**config.mk**
```make
export PLATFORM = sky130hd
export DESIGN_NAME = mces_ctrl
export DESIGN_NICKNAME = d
export VERILOG_FILES = /design/src/rtl/core/mces_pkg.sv /design/src/rtl/core/mces_ctrl.sv
export SDC_FILE = /design/constraint.sdc
export NUM_CORES = 1
export LEC_CHECK = 0
export BUFFER_PORTS_ARGS = -buffer_cell sky130_fd_sc_hd__buf_2
export CAP_MARGIN = 10
export CORE_AREA = 4 4 50 52
export DETAILED_ROUTE_END_ITERATION = 6
export DIE_AREA = 0 0 54 56
export PLACE_DENSITY = 0.7
export SYNTH_ARGS = -nofsm -noshare
export SYNTH_HDL_FRONTEND = slang
export SYNTH_SLANG_ARGS = --single-unit
```
**constraint.sdc**
```tcl
create_clock -name clk -period 4.15 [get_ports clk]
set_input_delay 0.2075 -clock clk [delete_from_list [all_inputs] [get_ports clk]]
set_output_delay 0.2075 -clock clk [all_outputs]
set_load 0.05 [all_outputs]
```
**src/rtl/core/mces_pkg.sv**
```systemverilog
`timescale 1ns / 1ps

package mces_pkg;

	localparam int NUM_REGS     = 6;
	localparam int REG_IDX_W    = 3;
	localparam int DATA_W       = 32;
	localparam int SEC_W        = 8;
	localparam int MAX_SECONDS  = 127;
	localparam int OP_W         = 3;
	localparam int SLOT_IN_W    = 4;
	localparam int CSEL_W       = 3;
	localparam int IN_TDATA_W   = 72;
	localparam int OUT_TDATA_W  = 72;

	// rate registers after reset: cpu, clock1 .. clock5
	localparam logic [DATA_W-1:0] RATE_RESET [NUM_REGS] = '{
		32'd0, 32'd0, 32'd0, 32'd27000000, 32'd12000000, 32'd32768
	};

	localparam logic [SEC_W-1:0] SEC_INACTIVE = 8'hFF;

	typedef enum logic [OP_W-1:0] {
		OP_ADVANCE = 3'd0,
		OP_SET     = 3'd1,
		OP_REPEAT  = 3'd2,
		OP_CLEAR   = 3'd3,
		OP_QUERY   = 3'd4
	} op_t;

	// datapath micro-operations issued by the controller
	typedef enum logic [4:0] {
		ACT_NONE,
		ACT_ADV_ADD,
		ACT_SCAN_INIT,
		ACT_SCAN_STEP,
		ACT_FIRE,
		ACT_ROLL,
		ACT_MOD_START,
		ACT_MOD_DONE,
		ACT_SET_MUL,
		ACT_DIV_PROD_R0,
		ACT_SET_PREV,
		ACT_REP_PREV,
		ACT_AT_DIV,
		ACT_AT_FIX,
		ACT_AT_MUL,
		ACT_AT_DIV2,
		ACT_AT_DUE,
		ACT_CLEAR,
		ACT_Q_MUL,
		ACT_Q_M,
		ACT_Q_REM,
		ACT_OUT
	} act_t;

	typedef enum logic [4:0] {
		ST_IDLE,
		ST_DISPATCH,
		ST_SCAN_INIT,
		ST_SCAN,
		ST_CHECK,
		ST_MOD_WAIT,
		ST_SET_DIV,
		ST_SET_WAIT,
		ST_AT_DIV,
		ST_AT_WAIT,
		ST_AT_MUL,
		ST_AT_DIV2,
		ST_AT_WAIT2,
		ST_Q_DIV,
		ST_Q_WAIT,
		ST_Q_REM,
		ST_OUT
	} state_t;

	typedef struct packed {
		logic load;
		act_t act;
	} ctrl_cmd_t;

	typedef struct packed {
		op_t  op;
		logic slot_ok;
		logic scan_last;
		logic adv_due;
		logic best_ev;
		logic any_counting;
		logic div_done;
	} dp_stat_t;

endpackage

```
**src/rtl/core/mces_ctrl.sv**
```systemverilog
`timescale 1ns / 1ps

// Scheduler sequencer: takes a word, steps the datapath through the
// operation, the slot scan and the rollover loop, then hands off the result.
module mces_ctrl (
	input  logic                 clk,
	input  logic                 arst_n,
	input  logic                 in_tvalid,
	output logic                 in_tready,
	output logic                 out_tvalid,
	input  logic                 out_tready,
	input  mces_pkg::dp_stat_t   stat,
	output mces_pkg::ctrl_cmd_t  cmd
);
	import mces_pkg::*;

	state_t state_q, state_d;
	logic   chk_q, chk_d;
	logic   out_valid_q;
	logic   out_free;

	assign out_free = !out_valid_q || out_tready;

	always_ff @(posedge clk or negedge arst_n) begin
		if (!arst_n) begin
			state_q     <= ST_IDLE;
			chk_q       <= 1'b0;
			out_valid_q <= 1'b0;
		end else begin
			state_q <= state_d;
			chk_q   <= chk_d;
			if (cmd.act == ACT_OUT) out_valid_q <= 1'b1;
			else if (out_tready)    out_valid_q <= 1'b0;
		end
	end

	// next state and datapath commands
	always_comb begin
		state_d   = state_q;
		chk_d     = chk_q;
		cmd.load  = 1'b0;
		cmd.act   = ACT_NONE;
		in_tready = 1'b0;
		unique case (state_q)
			ST_IDLE: begin
				in_tready = 1'b1;
				if (in_tvalid) begin
					cmd.load = 1'b1;
					state_d  = ST_DISPATCH;
				end
			end
			ST_DISPATCH: begin
				chk_d   = 1'b0;
				state_d = ST_SCAN_INIT;
				unique case (stat.op)
					OP_ADVANCE: begin
						cmd.act = ACT_ADV_ADD;
						chk_d   = 1'b1;
					end
					OP_SET: if (stat.slot_ok) begin
						cmd.act = ACT_SET_MUL;
						state_d = ST_SET_DIV;
					end
					OP_REPEAT: if (stat.slot_ok) begin
						cmd.act = ACT_REP_PREV;
						state_d = ST_AT_DIV;
					end
					OP_CLEAR: if (stat.slot_ok) cmd.act = ACT_CLEAR;
					OP_QUERY: if (stat.slot_ok) begin
						cmd.act = ACT_Q_MUL;
						state_d = ST_Q_DIV;
					end
					default: ;
				endcase
			end
			ST_SCAN_INIT: begin
				cmd.act = ACT_SCAN_INIT;
				state_d = ST_SCAN;
			end
			ST_SCAN: begin
				cmd.act = ACT_SCAN_STEP;
				if (stat.scan_last) state_d = chk_q ? ST_CHECK : ST_OUT;
			end
			// advance loop: finish, fire, roll one second, or fold all idle seconds
			ST_CHECK: begin
				if (!stat.adv_due) begin
					state_d = ST_OUT;
				end else if (stat.best_ev) begin
					cmd.act = ACT_FIRE;
					chk_d   = 1'b0;
					state_d = ST_SCAN_INIT;
				end else if (stat.any_counting) begin
					cmd.act = ACT_ROLL;
					state_d = ST_SCAN_INIT;
				end else begin
					cmd.act = ACT_MOD_START;
					state_d = ST_MOD_WAIT;
				end
			end
			ST_MOD_WAIT: if (stat.div_done) begin
				cmd.act = ACT_MOD_DONE;
				state_d = ST_SCAN_INIT;
			end
			ST_SET_DIV: begin
				cmd.act = ACT_DIV_PROD_R0;
				state_d = ST_SET_WAIT;
			end
			ST_SET_WAIT: if (stat.div_done) begin
				cmd.act = ACT_SET_PREV;
				state_d = ST_AT_DIV;
			end
			ST_AT_DIV: begin
				cmd.act = ACT_AT_DIV;
				state_d = ST_AT_WAIT;
			end
			ST_AT_WAIT: if (stat.div_done) begin
				cmd.act = ACT_AT_FIX;
				state_d = ST_AT_MUL;
			end
			ST_AT_MUL: begin
				cmd.act = ACT_AT_MUL;
				state_d = ST_AT_DIV2;
			end
			ST_AT_DIV2: begin
				cmd.act = ACT_AT_DIV2;
				state_d = ST_AT_WAIT2;
			end
			ST_AT_WAIT2: if (stat.div_done) begin
				cmd.act = ACT_AT_DUE;
				state_d = ST_SCAN_INIT;
			end
			ST_Q_DIV: begin
				cmd.act = ACT_DIV_PROD_R0;
				state_d = ST_Q_WAIT;
			end
			ST_Q_WAIT: if (stat.div_done) begin
				cmd.act = ACT_Q_M;
				state_d = ST_Q_REM;
			end
			ST_Q_REM: begin
				cmd.act = ACT_Q_REM;
				state_d = ST_SCAN_INIT;
			end
			ST_OUT: if (out_free) begin
				cmd.act = ACT_OUT;
				state_d = ST_IDLE;
			end
			default: state_d = ST_IDLE;
		endcase
	end

	assign out_tvalid = out_valid_q;

endmodule

```
== Yosys cells after proc, flatten, opt, wreduce, memory -nomap -nowiden ==
Index checks and enable logic that the tools add are counted.

* Input port bits: 13
* Output and inout bits: 8
* Bits in registers: 7
* Word-level logic and storage cells: 83

* Eq/ne operators: 30
* Mux-type cells: 40
* Reduce and logical (&&, ||, !) cells: 10

{| class="wikitable"
|+ Operators by type and width
! kind !! number
|-
| one-hot mux 5 bit (16 select lines) || 1
|-
| one-hot mux 5 bit (15 select lines) || 1
|-
| two-way mux 5 bit || 14
|-
| equality test 5 x 4 -> 1 bit, second input constant || 8
|-
| one-hot mux 5 bit (5 select lines) || 1
|-
| two-way mux 4 bit || 6
|-
| equality test 5 x 3 -> 1 bit, second input constant || 4
|-
| inequality test 2 bit, second input constant || 8
|-
| two-way mux 3 bit || 5
|-
| one-hot mux 4 bit (3 select lines) || 1
|-
| equality test 5 x 2 -> 1 bit, second input constant || 2
|-
| equality test 5 bit, second input constant || 2
|-
| two-way mux 1 bit || 8
|-
| AND reduction 7 bit || 1
|-
| equality test 3 x 2 -> 1 bit, second input constant || 2
|-
| equality test 5 x 1 -> 1 bit, second input constant || 1
|-
| logical NOT 5 bit || 1
|-
| two-way mux 2 bit || 2
|-
| nonzero test 2 bit || 2
|-
| OR reduction 2 bit || 2
|-
| equality test 3 x 1 -> 1 bit, second input constant || 1
|-
| equality test 3 bit, second input constant || 1
|-
| logical NOT 3 bit || 1
|-
| AND reduction 3 bit || 1
|-
| other kinds (4) || 4
|}

== Depth between registers and ports, before layout ==
Gate-level depths: netlist of the first run.

* Depth after elaboration: 6
* Depth in mapped cells: 6
* Depth with buffers taken out: 4

== Worst setup path after synthesis of the first run ==
No wires, ideal clock.

* Path kind: flip-flop to output port
* Start: register state_q[1]
* End: output port cmd[2] (netlist bit)
* Buffers on the path: 1
* Required time: 3.943 ns
* Path slack: 1.209 ns
* Stages on the path, launching flop included: 6
* Arrival: 2.733 ns
* Cell sequence: dfrtp_1 buf_2 nand2b_1 nor2_1 a21oi_1 o311ai_0

{| class="wikitable"
|+ RTL lines
! item !! RTL line !! text
|-
| from (decl) || mces_ctrl.sv:17 || <nowiki>state_t state_q, state_d;</nowiki>
|-
| from (signal assigned) || mces_ctrl.sv:30 || <nowiki>state_q <= state_d;</nowiki>
|-
| to (decl) || mces_ctrl.sv:13 || <nowiki>output mces_pkg::ctrl_cmd_t cmd</nowiki>
|}

==> impl_metrics.json, run 1 <==
{
  "fill_cells": 203,
  "numCtsBuffers": 3,
  "post_synth_num_cell_types": 49,
  "grt_antenna_before_repair": 0,
  "n_antenna_cell": 0,
  "synthArstFlopShare_pct": 100,
  "crit_end": "cmd[1]",
  "r2r_slack_ps": 2110,
  "clock_skew_ps": 0.831,
  "share_of_cells_above_drive_strength_1_pct": 22.0,
  "fin_total_pwr_mw": 0.850,
  "synth_ff_type": "sky130_fd_sc_hd__dfrtp_1",
  "finalWorstSetupSlack_ps": 1760,
  "status": "complete, no violations",
  "postLayoutCoreUtil_pct": 47.4,
  "route.final.wire_length_um": 2390,
  "worstSetupPathType": "flop to output pin",
  "number_of_storage_elements_in_the_synthesis_netlist": 7,
  "number_of_drc_markers_in_iteration_0": 49,
  "place_area_um2": 961,
  "core_region_area_mm2": 0.00211,
  "globalRoute.totalOverflow": 0,
  "io_buffers": 20,
  "ctsHtreeMaxLevel": 1,
  "syn_area_um2": 876,
  "ys_seq_area_share_pct": 20.0,
  "period_share_pct": 57.6,
  "pre_cts_slack_ps": 2060,
  "hold-worst-slack_ps": 277,
  "post-route-cell-area_um2": 997,
  "num_vias": 987,
  "synth_enable_flop_cells": 0,
  "clk_path_buf_depth": 2,
  "yosys_warnings": 0,
  "syn_inst": 117,
  "endpoint_arrival_time_on_the_critical_path_ps": 2180,
  "top_level_ports": 21,
  "grt_max_degree": 23,
  "largest_driver_fanout_on_the_critical_path": 21,
  "die_height_um": 56,
  "floorplan.rows": 17,
  "drt-vias-per-instance": 6.17,
  "grt_use_total_pct": 16.1,
  "clockRootBuffer": "sky130_fd_sc_hd__clkbuf_4",
  "timing.final.setup_violations": 0,
  "antenna_left": 0,
  "timing.fmax_mhz": 419,
  "detailed_place_hpwl_um": 1820,
  "worstSetupStartpoint": "state_q[2]",
  "timing.hold.worst.class": "primary input to flop",
  "tritoncts_clock_tree": "done",
  "worst_slew_pin_slew_ps": 630,
  "setup.worst_path.end_class": "output pin",
  "finalCriticalPeriod_ps": 2390,
  "layout.cells.non_filler": 160,
  "clock_insertion_delay_worst_skew_ps": 240,
  "cts.reportedPaths.clkPinSlew_ps": 50,
  "maxCapViolations": 0,
  "drt_first_pass_iters": 4,
  "critPathRequiredTime_ps": 3940,
  "timing.final.max_slew_violations": 0,
  "synth_fp_nets": 130,
  "crit_start_category": "flop",
  "place.detailed.instances": 155,
  "first_global_vias": 925,
  "gp_routability_congestion": 0.929,
  "initial_utilization_pct": 41.6,
  "worst_ir_drop_vdd_mv": 0.594,
  "grt_first_pass_wirelength_um": 3780,
  "report.final.hold_viol_count": 0,
  "post_synth.cell_area_avg_um2": 7.49,
  "setup_total_negative_slack_ps": 0,
  "worst_r2r_path_depth": 4,
  "nets": 146,
  "avgRoutedWirePerCell_um": 14.9,
  "regToRegEndpoint": "state_q[3]",
  "design.die.area_mm2": 0.00302,
  "cellLeakagePower_nw": 0.434,
  "timing.slew.headroom_pct": 58.0,
  "total_power_divided_by_cell_area_mw_per_mm2": 852,
  "die-width_um": 54,
  "cts.sinks": 7,
  "post-route-drc-count": 0,
  "unrepaired_setup_endpoints_after_global_routing": "no",
  "area_growth_pct": 13.9,
  "r2r_start": "state_q[3]"
}
==> worst min path at each step <==
stage          slack [ps]       start  cells after the start    endpoint
5_1_grt               300  out_tready                      3  out_tvalid
4_1_cts               270  out_tready                      3  out_tvalid
3_3_place_gp           40      arst_n                      1  state_q[1]
6_report              280  out_tready                      3  out_tvalid
2_1_floorplan         -90      arst_n                      0       chk_q
3_5_place_dp           40      arst_n                      1  out_tvalid
==> worst max-delay path: stages, from the launching register on <==
cell and delay [ps]:
sky130_fd_sc_hd__dfrtp_1 740, sky130_fd_sc_hd__nor2b_1 290, sky130_fd_sc_hd__nand4_1 210, sky130_fd_sc_hd__o32a_1 340, sky130_fd_sc_hd__o21ai_0 70, sky130_fd_sc_hd__buf_2 280
==> where the power goes <==
| part | switching (mW) | internal, mW |
|---|---|---|
| clock | 0.0224 | 0.0365 |
| sequential | 0.103 | 0.0970 |
| combinational | 0.382 | 0.209 |
| total | 0.507 | 0.343 |
==> flip-flops by register name, indices dropped and copies added (netlist names) <==
name / count
out_tvalid: 1
chk_q: 1
state_q: 5
==> layout make-up <==
cell class	instances	area, µm²	area share [%]
Multi-Input combinational cell	96	636	63.7
Sequential cell	7	175	17.6
Timing Repair Buffer	21	110	11.0
Tap cell	28	35.0	3.51
Clock buffer	4	26.3	2.63
Inverter	4	15.0	1.51
==> placed cells by master (no fill, tap or decap), drive strengths merged, types with 4 or more instances in the layout <==
cell,n
a21oi,4
a22o,5
buf,20
clkbuf,4
dfrtp,7
inv,4
nand2,8
nand2b,6
nor2,13
nor3,5
o21ai,7
==> metal layers <==
metal  share of wire, %  track usage (%)
met1                 40             19.8
met2                 48             25.1
met3                9.0             1.88
met4                3.1             11.0
met5                  0                0
==> what timing repair did <==
action                                  CTS  global route
resized for setup                         0             0
hold buffers                              1             0
setup buffers                             0             0
endpoints found under the setup margin    0             0
endpoints found under the hold margin     7             0
==> synth_stat cells (2+ instances only) <==
cell type | count | area (µm²)
sky130_fd_sc_hd__a211o_1 | 2 | 17.5
sky130_fd_sc_hd__a21oi_1 | 4 | 20.0
sky130_fd_sc_hd__a221oi_1 | 2 | 17.5
sky130_fd_sc_hd__a22o_1 | 5 | 43.8
sky130_fd_sc_hd__and3_1 | 2 | 12.5
sky130_fd_sc_hd__buf_2 | 4 | 20.0
sky130_fd_sc_hd__clkbuf_1 | 4 | 15.0
sky130_fd_sc_hd__dfrtp_1 | 7 | 175
sky130_fd_sc_hd__inv_1 | 4 | 15.0
sky130_fd_sc_hd__nand2_1 | 8 | 30.0
sky130_fd_sc_hd__nand2b_1 | 6 | 37.5
sky130_fd_sc_hd__nand3_1 | 3 | 15.0
sky130_fd_sc_hd__nand3b_1 | 2 | 15.0
sky130_fd_sc_hd__nand4_1 | 2 | 12.5
sky130_fd_sc_hd__nor2_1 | 13 | 48.8
sky130_fd_sc_hd__nor2b_1 | 3 | 18.8
sky130_fd_sc_hd__nor3_1 | 3 | 15.0
sky130_fd_sc_hd__nor3_2 | 2 | 20.0
sky130_fd_sc_hd__o21ai_0 | 6 | 30.0
sky130_fd_sc_hd__o2bb2ai_1 | 2 | 17.5
sky130_fd_sc_hd__o311ai_0 | 2 | 17.5
sky130_fd_sc_hd__o31ai_1 | 2 | 15.0
sky130_fd_sc_hd__xnor2_1 | 3 | 26.3
==> kinds of logic after synthesis <==
group	after synthesis	share of synthesized area (%)
xor+xnor	4	4.00
compound gates	38	33.9
buf+inv	14	7.43
mux	1	1.14
simple gates	53	33.6
flops	7	20.0
Note: power is estimated with default switching activity, not from simulation.
==> run 2, diff against run 1 <==
- PLACE_DENSITY: 0.7 -> 0.73
- clock period: 4.15 -> 1.9 ns (I/O delays scaled with it)
==> run 2 against run 1 <==
Critical path depth unchanged. Utilization is 13 points higher. Non-clock buffer count up 21. Power rose to 2.9 times the previous value. Critical endpoint is now state_q[3]. Largest cell class unchanged. Critical path type is now flop to flop. Die area unchanged.
==> impl_metrics.json, run 2 (same netlist as run 1, synthesis figures left out) <==
{
  "status": "complete, no violations",
  "design_internal_power_mw": 1.14,
  "setup.worst_path.end_class": "flop",
  "detailed_place_hpwl_um": 2040,
  "numCtsBuffers": 3,
  "clockRootBuffer": "sky130_fd_sc_hd__clkbuf_4",
  "floorplan.rows": 17,
  "endpoint_arrival_time_on_the_critical_path_ps": 2020,
  "share_seq_of_total_power_pct": 13.7,
  "max_stage_delay_ps": 440,
  "core_region_area_mm2": 0.00211,
  "place_area_mm2": 0.00105,
  "timing.fmax_mhz": 529,
  "period_share_pct": 99.5,
  "largest_driver_fanout_on_the_critical_path": 9,
  "pre_cts_slack_ps": 76.3,
  "finalCriticalPeriod_ps": 1890,
  "net-switching-power_mw": 1.32,
  "layout_commonest_cell": "sky130_fd_sc_hd__buf_4",
  "drt_first_pass_iters": 4,
  "worst_slew_pin_slew_ps": 512,
  "post-route-drc-count": 0,
  "gp_routability_congestion": 0.925,
  "crit_start_category": "flop",
  "unrepaired_setup_endpoints_after_global_routing": "yes",
  "die-width_um": 54,
  "n_antenna_cell": 0,
  "place.detailed.instances": 166,
  "largest-register": "state_q",
  "clock_skew_ps": 2.20,
  "layout.cells.non_filler": 181,
  "ctsHtreeMaxLevel": 1,
  "die_height_um": 56,
  "initial_utilization_pct": 41.6,
  "maxCapViolations": 0,
  "cellLeakagePower_nw": 0.564,
  "area_growth_pct": 46.0,
  "timing.final.max_slew_violations": 0,
  "timing.final.setup_violations": 0,
  "number_of_drc_markers_in_iteration_0": 30,
  "worstSetupPathType": "flop to flop",
  "cts.sinks": 7,
  "grt_use_total_pct": 19.0,
  "clk_path_buf_depth": 2,
  "clock_insertion_delay_worst_skew_ps": 240,
  "critPathRequiredTime_ps": 2030,
  "max_reg_flops": 5,
  "avgRoutedWirePerCell_um": 16.5,
  "slowest_stage": "sky130_fd_sc_hd__dfrtp_2",
  "power_switching_share_pct": 53.6,
  "globalRoute.totalOverflow": 0,
  "grt_antenna_before_repair": 0,
  "power.clock.fraction_pct": 5.3,
  "nets": 167,
  "timing.slew.headroom_pct": 65.5,
  "tritoncts_clock_tree": "done",
  "worst_path_cell_trace": "buf_4 -> or3_1 -> nor3_2 -> nor3_4 -> a32o_1",
  "drt-vias-per-instance": 6.06,
  "worst_ir_drop_vdd_mv": 1.04,
  "io_buffers": 20,
  "timing.hold.worst.class": "primary input to asynchronous set/reset pin",
  "antenna_left": 0,
  "route.final.wire_length_um": 2980,
  "num_vias": 1097,
  "cts.reportedPaths.clkPinSlew_ps": 50,
  "post-route-cell-area_mm2": 0.00128,
  "grt_max_degree": 16,
  "share_of_cells_above_drive_strength_1_pct": 41.8,
  "total_power_divided_by_cell_area_mw_per_mm2": 1930,
  "report.final.hold_viol_count": 0,
  "layout_common_cells": "sky130_fd_sc_hd__buf_4 (19), sky130_fd_sc_hd__buf_2 (15), sky130_fd_sc_hd__nor2_1 (12)",
  "top_level_ports": 21,
  "fill_cells": 165,
  "finalWorstSetupSlack_ps": 9.96,
  "first_global_vias": 1022,
  "design.die.area_mm2": 0.00302,
  "grt_first_pass_wirelength_um": 4450,
  "comb_power_share_pct": 81.1
}
run 2: cell types whose count changed in the layout (fill, tap and decap cells not counted), sizes merged:
cell / change
clkinv: +1
buf: +20
run 2: area by class of cell:
type,instances,area (µm²),area share [%]
multi-input combinational,96,717,56.1
timing repair buffer,42,303,23.7
sequential,7,181,14.2
tap,28,35.0,2.74
clock buffer,3,22.5,1.76
inverter,4,15.0,1.17
clock inverter,1,5.00,0.391
run 2: worst max-delay path: cells and delay by family (launching register included):
family	cells	cell delay, ps
DFF	1	440
AOI/OAI and AO/OA	1	270
buffers and inverters	1	180
and+or+nand+nor	3	880
run 2: repair_timing:
action	CTS	global route
resized for setup	10	20
hold endpoints to repair	7	0
hold buffers	1	0
pin swaps	1	3
endpoints found under the setup margin	6	6
setup buffers	1	9
run 2: per-layer routing:
layer	GRT usage [%]	wire length (µm)	vias to the layer above
met5	0	0	-
met4	12.1	87	0
met3	3.22	198	11
met2	28.4	1470	53
met1	24.5	1220	516
li1	-	-	517
run 2: final timing paths:
path,start,to,slack (ps),depth (start not counted)
min in group clk,out_tready,out_tvalid,210,3
worst min-delay path,arst_n,state_q[1],210,2
worst min register to register,chk_q,chk_q,560,1
worst max-delay path,state_q[3],state_q[3],10,5
max in group asynchronous,arst_n,state_q[0],1520,2
worst max register to register,state_q[3],state_q[3],10,5
run 2: stage by stage:
step	hold WS (ps)	total power, mW	setup TNS [ps]	util, %
6_report	208	2.46	0	60.7
5_1_grt	230	2.62	-290	60.7
4_1_cts	170	2.10	0	53.2
3_5_place_dp	-70.3	1.88	0	49.9
3_3_place_gp	-71.5	1.86	0	49.9
2_1_floorplan	-201	1.49	0	-
run 2: power by group through the flow:
| stage | Clock [mW] | Combinational (mW) | Sequential (mW) |
|---|---|---|---|
| after global routing | 0.145 | 2.13 | 0.350 |
| after CTS | 0.135 | 1.64 | 0.331 |
| after floorplan | 0 | 1.21 | 0.282 |
| after global placement | 0 | 1.54 | 0.326 |
| final | 0.130 | 2.00 | 0.336 |
| after detailed placement | 0 | 1.56 | 0.328 |
